### src/rtl/core/ihp_pkg.sv
package ihp_pkg;

  localparam int FIXED_BYTES = 20;
  localparam int WORD_BYTES  = 4;
  localparam int POS_W       = $clog2(FIXED_BYTES);
  localparam int IDX_W       = 6;
  localparam int OUT_W       = 160;
  localparam int FIFO_DEPTH  = 2;
  localparam int PTR_W       = $clog2(FIFO_DEPTH);
  localparam int CNT_W       = $clog2(FIFO_DEPTH + 1);

  localparam logic [3:0] VER_RESET = 4'd4;
  localparam logic [3:0] IHL_MIN   = 4'd5;

  typedef enum logic [1:0] {
    ST_OK      = 2'd0,
    ST_TRUNC   = 2'd1,
    ST_BAD_VER = 2'd2,
    ST_BAD_IHL = 2'd3
  } status_t;

  // one command per header byte that touches the capture or closes a packet
  typedef struct packed {
    logic [7:0]       data;
    logic [POS_W-1:0] pos;
    logic             clr;
    logic             cap;
    logic             emit;
    status_t          status;
  } cmd_t;

  typedef struct packed {
    logic valid;
    cmd_t cmd;
  } push_t;

  typedef struct packed {
    logic full;
    logic valid;
    cmd_t cmd;
  } fifo_stat_t;

  // header bytes in arrival order, byte k at hdr[k]
  typedef logic [FIXED_BYTES-1:0][7:0] hdr_t;

  function automatic logic [OUT_W-1:0] pack_hdr(input hdr_t h);
    pack_hdr = {4'b0000,
                h[16], h[17], h[18], h[19],
                h[12], h[13], h[14], h[15],
                h[10], h[11],
                h[9],
                h[8],
                h[6], h[7],
                h[4], h[5],
                h[2], h[3],
                h[1],
                h[0][3:0]};
  endfunction

endpackage

### src/rtl/core/ihp_front.sv
module ihp_front (
  input  logic                   clk,
  input  logic                   rst_n,
  input  logic                   in_fire,
  input  logic [7:0]             in_byte,
  input  logic                   in_last,
  input  logic [3:0]             exp_ver,
  output ihp_pkg::push_t         push
);

  typedef enum logic [3:0] {
    PH_START   = 4'b0001,
    PH_HEADER  = 4'b0010,
    PH_OPTIONS = 4'b0100,
    PH_DRAIN   = 4'b1000
  } phase_t;

  phase_t                     phase_r, phase_nxt;
  logic [ihp_pkg::IDX_W-1:0]  idx_r, idx_nxt;
  logic [3:0]                 ihl_r, ihl_nxt;
  logic [ihp_pkg::IDX_W-1:0]  opt_end;

  assign opt_end = ihp_pkg::IDX_W'(ihl_r) * ihp_pkg::IDX_W'(ihp_pkg::WORD_BYTES)
                   - ihp_pkg::IDX_W'(1);

  always_comb begin
    phase_nxt         = phase_r;
    idx_nxt           = idx_r;
    ihl_nxt           = ihl_r;
    push.valid        = 1'b0;
    push.cmd.data     = in_byte;
    push.cmd.pos      = idx_r[ihp_pkg::POS_W-1:0];
    push.cmd.clr      = 1'b0;
    push.cmd.cap      = 1'b0;
    push.cmd.emit     = 1'b0;
    push.cmd.status   = ihp_pkg::ST_OK;
    if (in_fire) begin
      unique case (phase_r)
        PH_START: begin
          push.valid    = 1'b1;
          push.cmd.pos  = '0;
          push.cmd.clr  = 1'b1;
          push.cmd.cap  = 1'b1;
          ihl_nxt       = in_byte[3:0];
          idx_nxt       = '0;
          if (in_byte[7:4] != exp_ver) begin
            push.cmd.emit   = 1'b1;
            push.cmd.status = ihp_pkg::ST_BAD_VER;
            phase_nxt       = in_last ? PH_START : PH_DRAIN;
          end else if (in_byte[3:0] < ihp_pkg::IHL_MIN) begin
            push.cmd.emit   = 1'b1;
            push.cmd.status = ihp_pkg::ST_BAD_IHL;
            phase_nxt       = in_last ? PH_START : PH_DRAIN;
          end else if (in_last) begin
            push.cmd.emit   = 1'b1;
            push.cmd.status = ihp_pkg::ST_TRUNC;
          end else begin
            idx_nxt   = ihp_pkg::IDX_W'(1);
            phase_nxt = PH_HEADER;
          end
        end
        PH_HEADER: begin
          push.valid   = 1'b1;
          push.cmd.cap = 1'b1;
          if (idx_r >= ihp_pkg::IDX_W'(ihp_pkg::FIXED_BYTES - 1)) begin
            if (ihl_r <= ihp_pkg::IHL_MIN) begin
              push.cmd.emit = 1'b1;
              idx_nxt       = '0;
              phase_nxt     = in_last ? PH_START : PH_DRAIN;
            end else if (in_last) begin
              push.cmd.emit   = 1'b1;
              push.cmd.status = ihp_pkg::ST_TRUNC;
              idx_nxt         = '0;
              phase_nxt       = PH_START;
            end else begin
              idx_nxt   = ihp_pkg::IDX_W'(ihp_pkg::FIXED_BYTES);
              phase_nxt = PH_OPTIONS;
            end
          end else if (in_last) begin
            push.cmd.emit   = 1'b1;
            push.cmd.status = ihp_pkg::ST_TRUNC;
            idx_nxt         = '0;
            phase_nxt       = PH_START;
          end else begin
            idx_nxt = idx_r + ihp_pkg::IDX_W'(1);
          end
        end
        PH_OPTIONS: begin
          // option bytes are skipped, only the closing byte goes back
          if (idx_r >= opt_end) begin
            push.valid    = 1'b1;
            push.cmd.emit = 1'b1;
            idx_nxt       = '0;
            phase_nxt     = in_last ? PH_START : PH_DRAIN;
          end else if (in_last) begin
            push.valid      = 1'b1;
            push.cmd.emit   = 1'b1;
            push.cmd.status = ihp_pkg::ST_TRUNC;
            idx_nxt         = '0;
            phase_nxt       = PH_START;
          end else begin
            idx_nxt = idx_r + ihp_pkg::IDX_W'(1);
          end
        end
        PH_DRAIN: begin
          if (in_last) begin
            idx_nxt   = '0;
            phase_nxt = PH_START;
          end
        end
        default: begin
          phase_nxt = PH_START;
        end
      endcase
    end
  end

  always_ff @(posedge clk) begin
    if (!rst_n) begin
      phase_r <= PH_START;
      idx_r   <= '0;
      ihl_r   <= '0;
    end else begin
      phase_r <= phase_nxt;
      idx_r   <= idx_nxt;
      ihl_r   <= ihl_nxt;
    end
  end

endmodule

### src/rtl/core/ihp_fifo.sv
module ihp_fifo (
  input  logic                clk,
  input  logic                rst_n,
  input  ihp_pkg::push_t      push,
  input  logic                pop,
  output ihp_pkg::fifo_stat_t stat
);

  ihp_pkg::cmd_t              mem_r [ihp_pkg::FIFO_DEPTH];
  logic [ihp_pkg::PTR_W-1:0]  wr_ptr_r, rd_ptr_r;
  logic [ihp_pkg::CNT_W-1:0]  cnt_r;
  logic                       do_push, do_pop;

  assign stat.full  = (cnt_r == ihp_pkg::CNT_W'(ihp_pkg::FIFO_DEPTH));
  assign stat.valid = (cnt_r != '0);
  assign stat.cmd   = mem_r[rd_ptr_r];

  assign do_push = push.valid && !stat.full;
  assign do_pop  = pop && stat.valid;

  always_ff @(posedge clk) begin
    if (do_push) begin
      mem_r[wr_ptr_r] <= push.cmd;
    end
  end

  always_ff @(posedge clk) begin
    if (!rst_n) begin
      wr_ptr_r <= '0;
      rd_ptr_r <= '0;
      cnt_r    <= '0;
    end else begin
      if (do_push) begin
        wr_ptr_r <= wr_ptr_r + ihp_pkg::PTR_W'(1);
      end
      if (do_pop) begin
        rd_ptr_r <= rd_ptr_r + ihp_pkg::PTR_W'(1);
      end
      if (do_push && !do_pop) begin
        cnt_r <= cnt_r + ihp_pkg::CNT_W'(1);
      end else if (do_pop && !do_push) begin
        cnt_r <= cnt_r - ihp_pkg::CNT_W'(1);
      end
    end
  end

endmodule

### src/rtl/core/ihp_back.sv
module ihp_back (
  input  logic                      clk,
  input  logic                      rst_n,
  input  ihp_pkg::fifo_stat_t       stat,
  output logic                      pop,
  output logic                      out_valid,
  input  logic                      out_ready,
  output logic [ihp_pkg::OUT_W-1:0] out_data,
  output logic [1:0]                out_user
);

  ihp_pkg::hdr_t              hdr_r, hdr_nxt;
  logic                       out_valid_r;
  logic [ihp_pkg::OUT_W-1:0]  out_data_r;
  logic [1:0]                 out_user_r;
  logic                       slot_free;

  assign slot_free = !out_valid_r || out_ready;
  // a capture-only word never waits on the output side
  assign pop       = stat.valid && (!stat.cmd.emit || slot_free);

  always_comb begin
    hdr_nxt = hdr_r;
    if (pop) begin
      if (stat.cmd.clr) begin
        hdr_nxt = '0;
      end
      if (stat.cmd.cap) begin
        hdr_nxt[stat.cmd.pos] = stat.cmd.data;
      end
    end
  end

  always_ff @(posedge clk) begin
    hdr_r <= hdr_nxt;
    if (pop && stat.cmd.emit) begin
      out_data_r <= ihp_pkg::pack_hdr(hdr_nxt);
      out_user_r <= stat.cmd.status;
    end
  end

  always_ff @(posedge clk) begin
    if (!rst_n) begin
      out_valid_r <= 1'b0;
    end else if (pop && stat.cmd.emit) begin
      out_valid_r <= 1'b1;
    end else if (out_ready) begin
      out_valid_r <= 1'b0;
    end
  end

  assign out_valid = out_valid_r;
  assign out_data  = out_data_r;
  assign out_user  = out_user_r;

endmodule

### src/rtl/core/ipv4_header_parser.sv
// channel  dir  handshake             payload
// in_      in   in_tvalid/in_tready   tdata: data_byte, tlast: last_byte
// out_     out  out_tvalid/out_tready tdata: header fields, tuser: status
// cfg_     in   cfg_valid/cfg_ready   cfg_data: version nibble to match
//
// one byte per cycle in while in_tready is high; the front classifies each byte as
// it is taken and queues kept and closing bytes; the back captures them from the FIFO
// closing word: FIFO, then the out_tvalid register, unless the back is held
// rst_n is synchronous, active low; no clearing pass after reset
// a waiting result holds the next closing word at the queue head; bytes keep
// coming in until the two-entry queue fills, then in_tready drops
module ipv4_header_parser (
  input  logic                      clk,
  input  logic                      rst_n,
  input  logic                      in_tvalid,
  output logic                      in_tready,
  input  logic [7:0]                in_tdata,   // [7:0] data_byte
  input  logic                      in_tlast,   // last_byte
  output logic                      out_tvalid,
  input  logic                      out_tready,
  // [3:0] header_words, [11:4] service_type, [27:12] packet_length,
  // [43:28] ident, [59:44] flags_fragment, [67:60] time_to_live,
  // [75:68] proto_number, [91:76] header_checksum, [123:92] source_address,
  // [155:124] dest_address, [159:156] zero
  output logic [ihp_pkg::OUT_W-1:0] out_tdata,
  output logic [1:0]                out_tuser,  // [1:0] status
  input  logic                      cfg_valid,
  output logic                      cfg_ready,
  input  logic [3:0]                cfg_data    // version nibble a header must carry
);

  logic [3:0]           exp_ver_r;
  logic                 in_fire;
  logic                 pop;
  ihp_pkg::push_t       push;
  ihp_pkg::fifo_stat_t  stat;

  assign cfg_ready = 1'b1;
  assign in_tready = !stat.full;
  assign in_fire   = in_tvalid && in_tready;

  always_ff @(posedge clk) begin
    if (!rst_n) begin
      exp_ver_r <= ihp_pkg::VER_RESET;
    end else if (cfg_valid && cfg_ready) begin
      exp_ver_r <= cfg_data;
    end
  end

  ihp_front u_front (
    .clk     (clk),
    .rst_n   (rst_n),
    .in_fire (in_fire),
    .in_byte (in_tdata),
    .in_last (in_tlast),
    .exp_ver (exp_ver_r),
    .push    (push)
  );

  ihp_fifo u_fifo (
    .clk   (clk),
    .rst_n (rst_n),
    .push  (push),
    .pop   (pop),
    .stat  (stat)
  );

  ihp_back u_back (
    .clk       (clk),
    .rst_n     (rst_n),
    .stat      (stat),
    .pop       (pop),
    .out_valid (out_tvalid),
    .out_ready (out_tready),
    .out_data  (out_tdata),
    .out_user  (out_tuser)
  );

endmodule

### config.mk
export PLATFORM = sky130hd
export DESIGN_NAME = ipv4_header_parser
export DESIGN_NICKNAME = d
export VERILOG_FILES = /design/src/rtl/core/ihp_pkg.sv /design/src/rtl/core/ihp_front.sv /design/src/rtl/core/ihp_fifo.sv /design/src/rtl/core/ihp_back.sv /design/src/rtl/core/ipv4_header_parser.sv
export SDC_FILE = /design/constraint.sdc
export NUM_CORES = 1
export LEC_CHECK = 0
export ABC_AREA = 1
export BUFFER_PORTS_ARGS = -buffer_cell sky130_fd_sc_hd__buf_2
export CORE_MARGIN = 4
export CORE_UTILIZATION = 45
export CTS_BUF_LIST = sky130_fd_sc_hd__clkbuf_8 sky130_fd_sc_hd__clkbuf_16
export CTS_CLUSTER_SIZE = 40
export DETAILED_ROUTE_END_ITERATION = 6
export PLACE_DENSITY = 0.67
export SYNTH_ARGS = -nofsm -noshare
export SYNTH_HDL_FRONTEND = slang
export SYNTH_SLANG_ARGS = --single-unit
### constraint.sdc
create_clock -name clk -period 4.52 [get_ports clk]
set_clock_uncertainty 0.1 [all_clocks]
set_input_delay 0.452 -clock clk [delete_from_list [all_inputs] [get_ports clk]]
set_output_delay 0.452 -clock clk [all_outputs]
set_load 0.03 [all_outputs]
==> metrics, run 1 <==
sequential area share after synthesis=0.709; Pleak=6.29 nW; Placer Congestion=0.896; count leader, synth=inv_1; Max Freq=approximately 360 MHz; Final period util=0.618; DR iter-0 viols=588; gr usage total=0.174; sw power=4.22 mW; share of power burned in registers=0.419; total CTS buffers=38; Cells after DPL=1628; die area=0.0323 mm2; flop2flop setup slack=roughly 1.7 ns; CTS tree=built; nets=1310; number of global-route vias before repair=8084; GR Util met1=0.237; EDFF count, synth=around 190; P&R area growth vs syn=19.4%; status=finished, final reports clean; Hold Path End=exp_ver_r[2]; CP Cell Sequence=buf_4 -> inv_2 -> nand2_1 -> nand2_1 -> nand2_1 -> o21ai_4 -> inv_2 -> nand2_1 -> o22ai_1; Most used DFF post-synth=edfxtp_1; Post-CTS Resized=0; row count=62; Worst EP arrival=approximately 3 ns; Crit path max-delay family=simple AND/OR/NAND/NOR gates; fraction of registers with async set/reset=0; Max-slew headroom=0.251; min Tclk post-route=2.79 ns; Mapped Avg Cell Area=12.3 um2; critical path required time=~4.7 ns; core area=around 0.029 mm2; P per Cell Area=713 mW/mm2; synthesized area=0.0133 mm2; Startpoint Class=flop; n_diodes=0; global-route wire length before repair=45300 um; Setup CP Type=flop to flop; Final Max Tran Viols=0; r2r worst-path depth=9; Switching Fraction=0.373; max-capacitance violation count=0; pin count of the biggest net entering global routing=133; via count=8390; Synth top cells by count=inv_1 (205), edfxtp_1 (194), dfxtp_1 (180), o22ai_1 (153), nand2_1 (126); worst hold path type=input port to flop; FF+latch count, synth=374; initial core utilization=0.459; DPL Wire Length=18900 um; die height=180 um; Synth cell types=37; clock power share=0.272; final setup TNS=0 ns; Antenna Nets Post-Route=0; clk sink count=374; WL per Instance=17.2 um; cts hold-fix bufs=0; Setup crit end kind=flop; met2 Resource Use GR=0.292; I/O pin cnt=183; VDD IR max=0.426 mV; Avg Vias per Cell=4.94; Slowest Stage Delay on Critical Path=around 0.7 ns; Reg2Reg Capture Point=u_back.out_data[69]; CTS root buf=clkbuf_16; Least-Margin Pin Slew=1.12 ns; post-CTS setup buffer count=0; post-synth top area share=0.438; WHS Path Cells=3; Clk Latency, worst-skew pair=0.52 ns; Chip Width=180 um; dominant cells by area after synthesis=edfxtp_1 (44%), dfxtp_1 (27%), o22ai_1 (7.2%); Remaining DRCs=0; final setup fails=0; Yosys top cell by area=edfxtp_1; cell mode on critical path=nand2_1; Post-Layout Cell Count=~1700; final WL=between 20000 and 30000 um; Synth Warn #=0; crit path max-delay cell type=nand2_1; Gate power share=0.309; clock transition at the registers of the reported paths=about 0.070 ns; CP max FO=20; M3 GR Usage=0.0303; worst hold start=cfg_data[2]; unrepaired setup endpoints after global routing=no; total grt overflow=0; final hold violations=0; WP buf/inv=3; cell count after synthesis=1081; first drt pass iteration count=5; Top Usage Layer GRT=met2; clock buffer depth=3; H-tree depth=2; ratio of cells with drive above 1 in the final layout=0.237; Pint=7.10 mW; port bufs=177; initial antenna violation count=0
==> power groups by stage <==
stage | logic [mW] | registers [mW] | clock network [mW]
finish | 3.50 | 4.75 | 3.08
global route | 3.75 | 4.81 | 3.27
floorplan | 1.64 | 5.66 | 0
CTS | 3.54 | 4.76 | 3.13
detailed placement | 3.52 | 4.83 | 0
global placement | 3.50 | 4.82 | 0
==> worst reg2reg max path: cells and delay by family, from the launching register on <==
family | cells | cell delay (ns)
flip-flops | 1 | 0.31
AND/OR/NAND/NOR | 4 | 0.96
AO/OA/AOI/OAI | 2 | 0.57
buffers and inverters | 3 | 0.66
==> layer usage <==
layer  wire, um  share of wire
met1      12700           0.44
met4        570          0.020
met3       1820          0.062
met5          0              0
met2      14100           0.48
==> cell type report <==
type,count,area (um2)
well taps,384,480
fillers,2405,13100
repair buffers,186,966
inverters,212,805
clock buffers,47,1110
clock inverters,23,155
flip-flops and latches,374,9430
multi-input cells,472,2930
==> placed cells by master (no fill, tap or decap), types with 19 or more instances in the layout <==
| cell type | netlist | final |
|---|---|---|
| a21oi_1 | 24 | 24 |
| a21oi_4 | 19 | 19 |
| buf_2 | 14 | 177 |
| clkbuf_16 | 0 | 41 |
| dfxtp_1 | 180 | 180 |
| edfxtp_1 | 194 | 194 |
| inv_1 | 205 | 211 |
| nand2_1 | 126 | 126 |
| nand2_4 | 19 | 19 |
| nand3_1 | 20 | 20 |
| nor2_1 | 36 | 36 |
| o21ai_0 | 26 | 26 |
| o22ai_1 | 153 | 153 |
==> cell families (layout without fill, tap and decap cells) <==
kind of cell / count (synthesis) / count (layout) / synth area share
compound gates: 232 / 232 / 0.122
xor+xnor: 3 / 3 / 0.00198
fa+ha+maj: 8 / 8 / 0.00753
buf+inv: 238 / 468 / 0.0723
flops: 374 / 374 / 0.709
other cells: 2 / 5 / 0.000565
simple gates: 224 / 224 / 0.0866
==> stage by stage <==
step	instance area (um2)	worst slack, ns	power [mW]	hold WS (ns)	utilization
2_1_floorplan	13300	0.482	7.30	0.325	-
3_3_place_gp	14600	1.77	8.32	0.342	0.505
3_5_place_dp	14600	1.71	8.35	0.346	0.505
4_1_cts	15900	1.68	11.4	0.0296	0.549
5_1_grt	15900	1.36	11.8	0.0541	0.549
6_report	15900	1.73	11.3	0.0455	0.549
==> state kept, by name (all words and copies together), names as in the netlist, named ones only <==
register,flops
u_back.out_valid,1
u_front.phase_r,4
u_back.out_user,2
u_fifo.rd_ptr_r,1
u_front.ihl_r,4
u_back.out_data,156
u_front.idx_r,6
u_fifo.cnt_r,2
u_back.hdr_r,156
exp_ver_r,4
u_fifo.wr_ptr_r,1
u_fifo.mem_r,36
==> worst max path at each step <==
| stage | startpoint | to | slack [ns] | cells after the start |
|---|---|---|---|---|
| CTS | flop | u_back.out_data[125] | 1.68 | 9 |
| global route | u_front.ihl_r[0] | u_fifo.cnt_r[1] | 1.36 | 17 |
| floorplan | u_back.out_valid | u_back.out_data[0] | 0.48 | 8 |
| global placement | flop | u_back.out_data[72] | 1.77 | 9 |
| finish | flop | u_back.out_data[69] | 1.73 | 9 |
| detailed placement | flop | u_back.out_data[72] | 1.71 | 9 |
Note: power is estimated with default switching activity, not from simulation.
==> inputs of run 2 (changes only) <==
Settings changed: ABC_AREA 1 to 0, PLACE_DENSITY 0.67 to 0.65.
Clock period 4.52 ns to 2.8 ns, I/O delays scaled along.
==> run 2 against run 1 <==
Compared with the run above:
- core utilization up 2.2 points
- die area down 2.7%
- worst setup slack worse by 1.5 ns
- global-route usage up 1.3 points
- power up 55%
- hold slack better by 0.099 ns
- final area up 0.73%
- highest routed layer unchanged
==> metrics, run 2 <==
status=finished, final reports clean; Most used DFF post-synth=edfxtp_1; largest family of logic cells by synthesized area=compound AO/OA/AOI/OAI gates; Placer Congestion=0.873; WHS Path Cells=4; Filler cells=2316; WL per Instance=18.0 um; cell count after synthesis=1029; fraction of registers with async set/reset=0; met1 WL=12700 um; mux cell area share after synthesis=0.0135; area of the multi-input gates=approximately 0.0033 mm2; gr usage total=0.187; Max Freq=about 390 MHz; worst hold start=in_tvalid; EDFF count, synth=194; Pleak=5.96 nW; CP max FO=5; sequential area share after synthesis=0.730; max layer used=met4; Max-slew headroom=0.535; via count=8718; initial antenna violation count=0; Startpoint Class=flop; port bufs=between 150 and 200; Final period util=0.922; clk sink count=374; Clk Latency, worst-skew pair=0.52 ns; P&R area growth vs syn=23.8%; total CTS buffers=38; number of global-route vias before repair=8272; Fin Hold WS=around 0.14 ns; Final Max Tran Viols=0; Post-Synth Simple-Gate Area=0.110; dominant cells by area after synthesis=edfxtp_1 (45%), dfxtp_1 (28%), nand2_1 (6.1%); Avg Vias per Cell=between 5 and 6; critical path required time=3.14 ns; most common cell after layout, fill and taps aside=nand2_1; post-route worst setup slack=0.218 ns; dpl ws=0.122 ns; final setup fails=0; I/O pin cnt=183; initial core utilization=0.461; Synth Area in Compound Gates=0.112; synthesized-area fraction occupied by adder cells=0.00775; DR iter-0 viols=655; min Tclk post-route=2.58 ns; worst r2r src=u_front.ihl_r[0]; final hold violations=0; CTS tree=built; DPL Wire Length=between 15000 and 20000 um; flop2flop setup slack=0.22 ns; Yosys top cell by area=edfxtp_1; nets=1290; row count=61; Remaining DRCs=0; clock buffer depth=3; P per Cell Area=between 1000 and 1500 mW/mm2; metal3 WL=1700 um; global-route wire length before repair=between 40000 and 50000 um; unrepaired setup endpoints after global routing=no; ratio of cells with drive above 1 in the final layout=0.237; H-tree depth=2; first drt pass iteration count=7; total grt overflow=0; post-synth top area share=0.451; r2r worst-path depth=11; Chip Width=177 um; final WL=30100 um; clock transition at the registers of the reported paths=about 0.060 ns; Reg2Reg Capture Point=u_fifo.cnt_r[1]; met2 WL post-DR=15200 um; Antenna Nets Post-Route=0; FF+latch count, synth=roughly 370; Synth top cells by count=nand2_1 (211), edfxtp_1 (194), dfxtp_1 (180), o21ai_1 (118), o21ai_0 (72); VDD IR max=0.557 mV; core area=0.0280 mm2; die area=0.0315 mm2; die height=177 um; Setup crit end kind=flop; sequential cell area=0.00943 mm2; n_diodes=0; worst hold path type=input port to flop; Least-Margin Pin Slew=0.693 ns; Synth cell types=53; Hold Path End=u_front.phase_r[2]; most frequent cells in the layout=nand2_1 (211), edfxtp_1 (194), dfxtp_1 (179); CTS root buf=clkbuf_16; Mapped Avg Cell Area=12.5 um2; max-capacitance violation count=0; pin count of the biggest net entering global routing=44; count leader, synth=nand2_1; synthesized area=0.0129 mm2; Synth Warn #=0; Setup CP Type=flop to flop; Worst EP arrival=approximately 2.9 ns; XOR/XNOR Fraction of Synth Area=0.00814
run 2: worst max path at each step:
stage,cells past startpoint,slack [ns],end,from
floorplan,6,-1.16,u_back.out_data[0],flop
global placement,11,0.19,u_fifo.cnt_r[1],u_front.ihl_r[0]
detailed placement,5,0.12,u_back.out_data[4],flop
CTS,5,0.12,u_back.out_data[4],flop
global route,5,0.006,u_back.out_data[113],flop
finish,11,0.22,u_fifo.cnt_r[1],u_front.ihl_r[0]
run 2: area by class of cell:
class                           instances  share of cell area
Sequential cell                       374               0.590
Multi-Input combinational cell        606               0.206
Timing Repair Buffer                  236              0.0939
Clock buffer                           47              0.0686
Tap cell                              378              0.0296
Clock inverter                         23              0.0103
Inverter                                8             0.00203
run 2: through the flow:
stage          utilization  total power, mW  setup TNS (ns)  cells  cell area, um2
5_1_grt              0.571             18.3               0   1672           16000
6_report             0.571             17.5               0   1672           16000
2_1_floorplan            -             10.9         -183.24   1032           13000
3_5_place_dp         0.518             12.7               0   1580           14500
4_1_cts              0.570             17.7               0   1669           16000
3_3_place_gp         0.518             12.7               0   1580           14500
run 2: metal layers:
layer | track usage | vias up
met5 | 0 | -
met3 | 0.0303 | 36
met4 | 0.0419 | 0
li1 | - | 4217
met1 | 0.245 | 4199
met2 | 0.329 | 266
run 2: kinds of logic (layout without fill, tap and decap cells):
logic type | Yosys count | in the layout
XOR/XNOR | 12 | 12
multiplexers | 16 | 16
AO/OA/AOI/OAI | 254 | 254
AND/OR/NAND/NOR | 311 | 311
flip-flops | 374 | 374
other | 2 | 5
adder cells (fa/ha/maj) | 8 | 8
buffers and inverters | 52 | 314
run 2: timing repair:
item,CTS,global route
buffers inserted,0,3
gates resized for setup,0,3
endpoints found under the setup margin,0,37
endpoints found under the hold margin,27,0
hold buffers,19,0
run 2: power breakdown:
part           switching (mW)  total (mW)  internal [mW]
clock                    2.02        4.91           2.89
combinational            3.66        4.94           1.28
sequential              0.451        7.68           7.23
total                    6.13        17.5           11.4
run 2: critical path, stage by stage, from the launching register on:
cell     delay (ns)
dfxtp_1        0.40
inv_1          0.06
ha_1           0.22
xnor2_1        0.13
ha_1           0.29
nand3_1        0.08
nor2_1         0.06
nor4_2         0.27
nor2_1         0.11
ha_1           0.30
or3_1          0.37
a21oi_1        0.14
==> inputs of run 3 (changes only) <==
Settings changed: REMOVE_ABC_BUFFERS from default to 1.
==> run 3 against run 2 <==
Compared with the run above:
- the flow now finishes with violations (design-rule violations)
- hold slack lost 0.12 ns
- cell count shrank 0.60%
- global-route usage shrank 0.050 points
- power shrank 0.62%
- wire length shrank 0.74%
- sequential power shrank 0.5%
- core utilization shrank 0.51 points
- die area is the same
- combinational power shrank 0.8%
- critical endpoint unchanged
- largest power group unchanged
==> metrics, run 3 (same netlist as run 2, synthesis figures left out) <==
Chip Width=177 um; r2r worst-path depth=11; Startpoint Class=flop; total grt overflow=0; WHS Path Cells=3; final hold violations=0; core area=between 0.02 and 0.03 mm2; Cells after DPL=1577; DR iter-0 viols=860; final WL=around 30000 um; cell area after layout=0.0158 mm2; H-tree depth=2; max-capacitance violation count=0; Final period util=0.923; Setup CP Type=flop to flop; CTS root buf=clkbuf_16; Placer Congestion=between 0.8 and 0.9; Pleak=5.91 nW; pin count of the biggest net entering global routing=40; final total power=17.4 mW; cell mode on critical path=ha_1; Worst EP arrival=2.92 ns; Least-Margin Pin Slew=0.699 ns; worst hold start=cfg_valid; Reg2Reg Capture Point=u_fifo.cnt_r[1]; final setup fails=0; crit path max-delay cell type=dfxtp_4; clock transition at the registers of the reported paths=0.05 ns; worst r2r src=u_front.ihl_r[0]; via count=between 8000 and 9000; WL per Instance=18.0 um; I/O pin cnt=183; Hold Path End=exp_ver_r[3]; port bufs=177; initial antenna violation count=0; n_diodes=0; Fin Hold WS=0.0262 ns; Util after Layout=0.566; status=finished, violations left; worst hold path type=input port to flop; Final Max Tran Viols=0; Max-slew headroom=0.531; Avg Vias per Cell=between 5 and 6; most frequent cells in the layout=nand2_1 (211), edfxtp_1 (194), dfxtp_1 (178); P per Cell Area=1100 mW/mm2; number of global-route vias before repair=8289; first drt pass iteration count=7; most common cell after layout, fill and taps aside=nand2_1; failing checks=design-rule violations; Max Freq=387 MHz; row count=61; initial core utilization=0.461; Slowest Stage Delay on Critical Path=0.37 ns; die height=between 150 and 200 um; die area=0.0315 mm2; global-route wire length before repair=roughly 46000 um; Post-Layout Cell Count=1662; CP Cell Sequence=inv_1 -> ha_1 -> xnor2_1 -> ha_1 -> nand3_1 -> nand2_1 -> nor4_4 -> nor2_1 -> ha_1 -> or3_1 -> a21oi_1; clk sink count=374; CP max FO=5; VDD IR max=0.657 mV; CTS tree=built; Antenna Nets Post-Route=0; nets=1281; flop2flop setup slack=0.22 ns; gr usage total=0.186; post-CTS setup buffer count=0; Clk Latency, worst-skew pair=0.51 ns; Setup crit end kind=flop; DPL Wire Length=19600 um; total CTS buffers=38; ratio of cells with drive above 1 in the final layout=0.226; Remaining DRCs=23; min Tclk post-route=2.58 ns; clock buffer depth=3; Area after DPL=approximately 0.014 mm2; P&R area growth vs syn=22.7%; critical path required time=3.14 ns
[run 3: changes by cell type in the layout (fill, tap and decap cells not counted), sizes merged]
cell         delta
bufinv          +2
clkbuf          -5
inv             +7
dlygate4sd3     -3
clkinv          -5
buf             -6
[run 3: power breakdown]
| group | switching (mW) | internal, mW | leakage (nW) |
|---|---|---|---|
| Clock | 1.99 | 2.89 | 0.667 |
| Sequential | 0.407 | 7.23 | 3.30 |
| Combinational | 3.68 | 1.21 | 1.95 |
[run 3: worst max path at each step]
| stage | start | end | depth (start not counted) |
|---|---|---|---|
| 5_1_grt | u_front.ihl_r[0] | u_fifo.cnt_r[1] | 11 |
| 2_1_floorplan | flop | u_back.out_data[0] | 4 |
| 3_3_place_gp | u_front.ihl_r[0] | u_fifo.cnt_r[1] | 11 |
| 6_report | u_front.ihl_r[0] | u_fifo.cnt_r[1] | 11 |
| 4_1_cts | u_front.ihl_r[0] | u_fifo.cnt_r[1] | 11 |
| 3_5_place_dp | u_front.ihl_r[0] | u_fifo.cnt_r[1] | 11 |
[run 3: critical path, delay by kind of cell, from the launching register on]
kind | cells | cell delay (ns)
and+or+nand+nor | 5 | 0.90
DFF | 1 | 0.37
adders and majority gates | 3 | 0.81
AOI/OAI and AO/OA | 1 | 0.16
buffers and inverters | 1 | 0.05
xor gates and xnor gates | 1 | 0.13
[run 3: cell type report]
| class | count | area, um2 |
|---|---|---|
| fillers | 2351 | 12200 |
| flip-flops and latches | 374 | 9430 |
| multi-input cells | 606 | 3290 |
| repair buffers | 227 | 1390 |
| clock buffers | 42 | 1020 |
| well taps | 378 | 473 |
| clock inverters | 27 | 216 |
| inverters | 8 | 30.0 |
[run 3: through the flow]
stage          setup WS, ns  setup TNS [ns]
2_1_floorplan         -6.45        -1018.81
3_5_place_dp          0.112               0
3_3_place_gp          0.186               0
6_report              0.215               0
4_1_cts              0.0828               0
5_1_grt            -0.00454        -0.00454
[run 3: repair_timing]
action / in CTS / in global routing
resized for setup: 0 / 6
hold buffers: 16 / 0
setup endpoints to repair: 0 / 2
hold endpoints to repair: 26 / 0
[run 3: layer usage]
metal | global-route usage | part of all wire | up-vias | wire length [um]
met4 | 0.0461 | 0.016 | 0 | 487
li1 | - | - | 4185 | -
met1 | 0.260 | 0.45 | 4122 | 13300
met3 | 0.0266 | 0.060 | 43 | 1800
met5 | 0 | 0 | - | 0
met2 | 0.311 | 0.48 | 307 | 14200
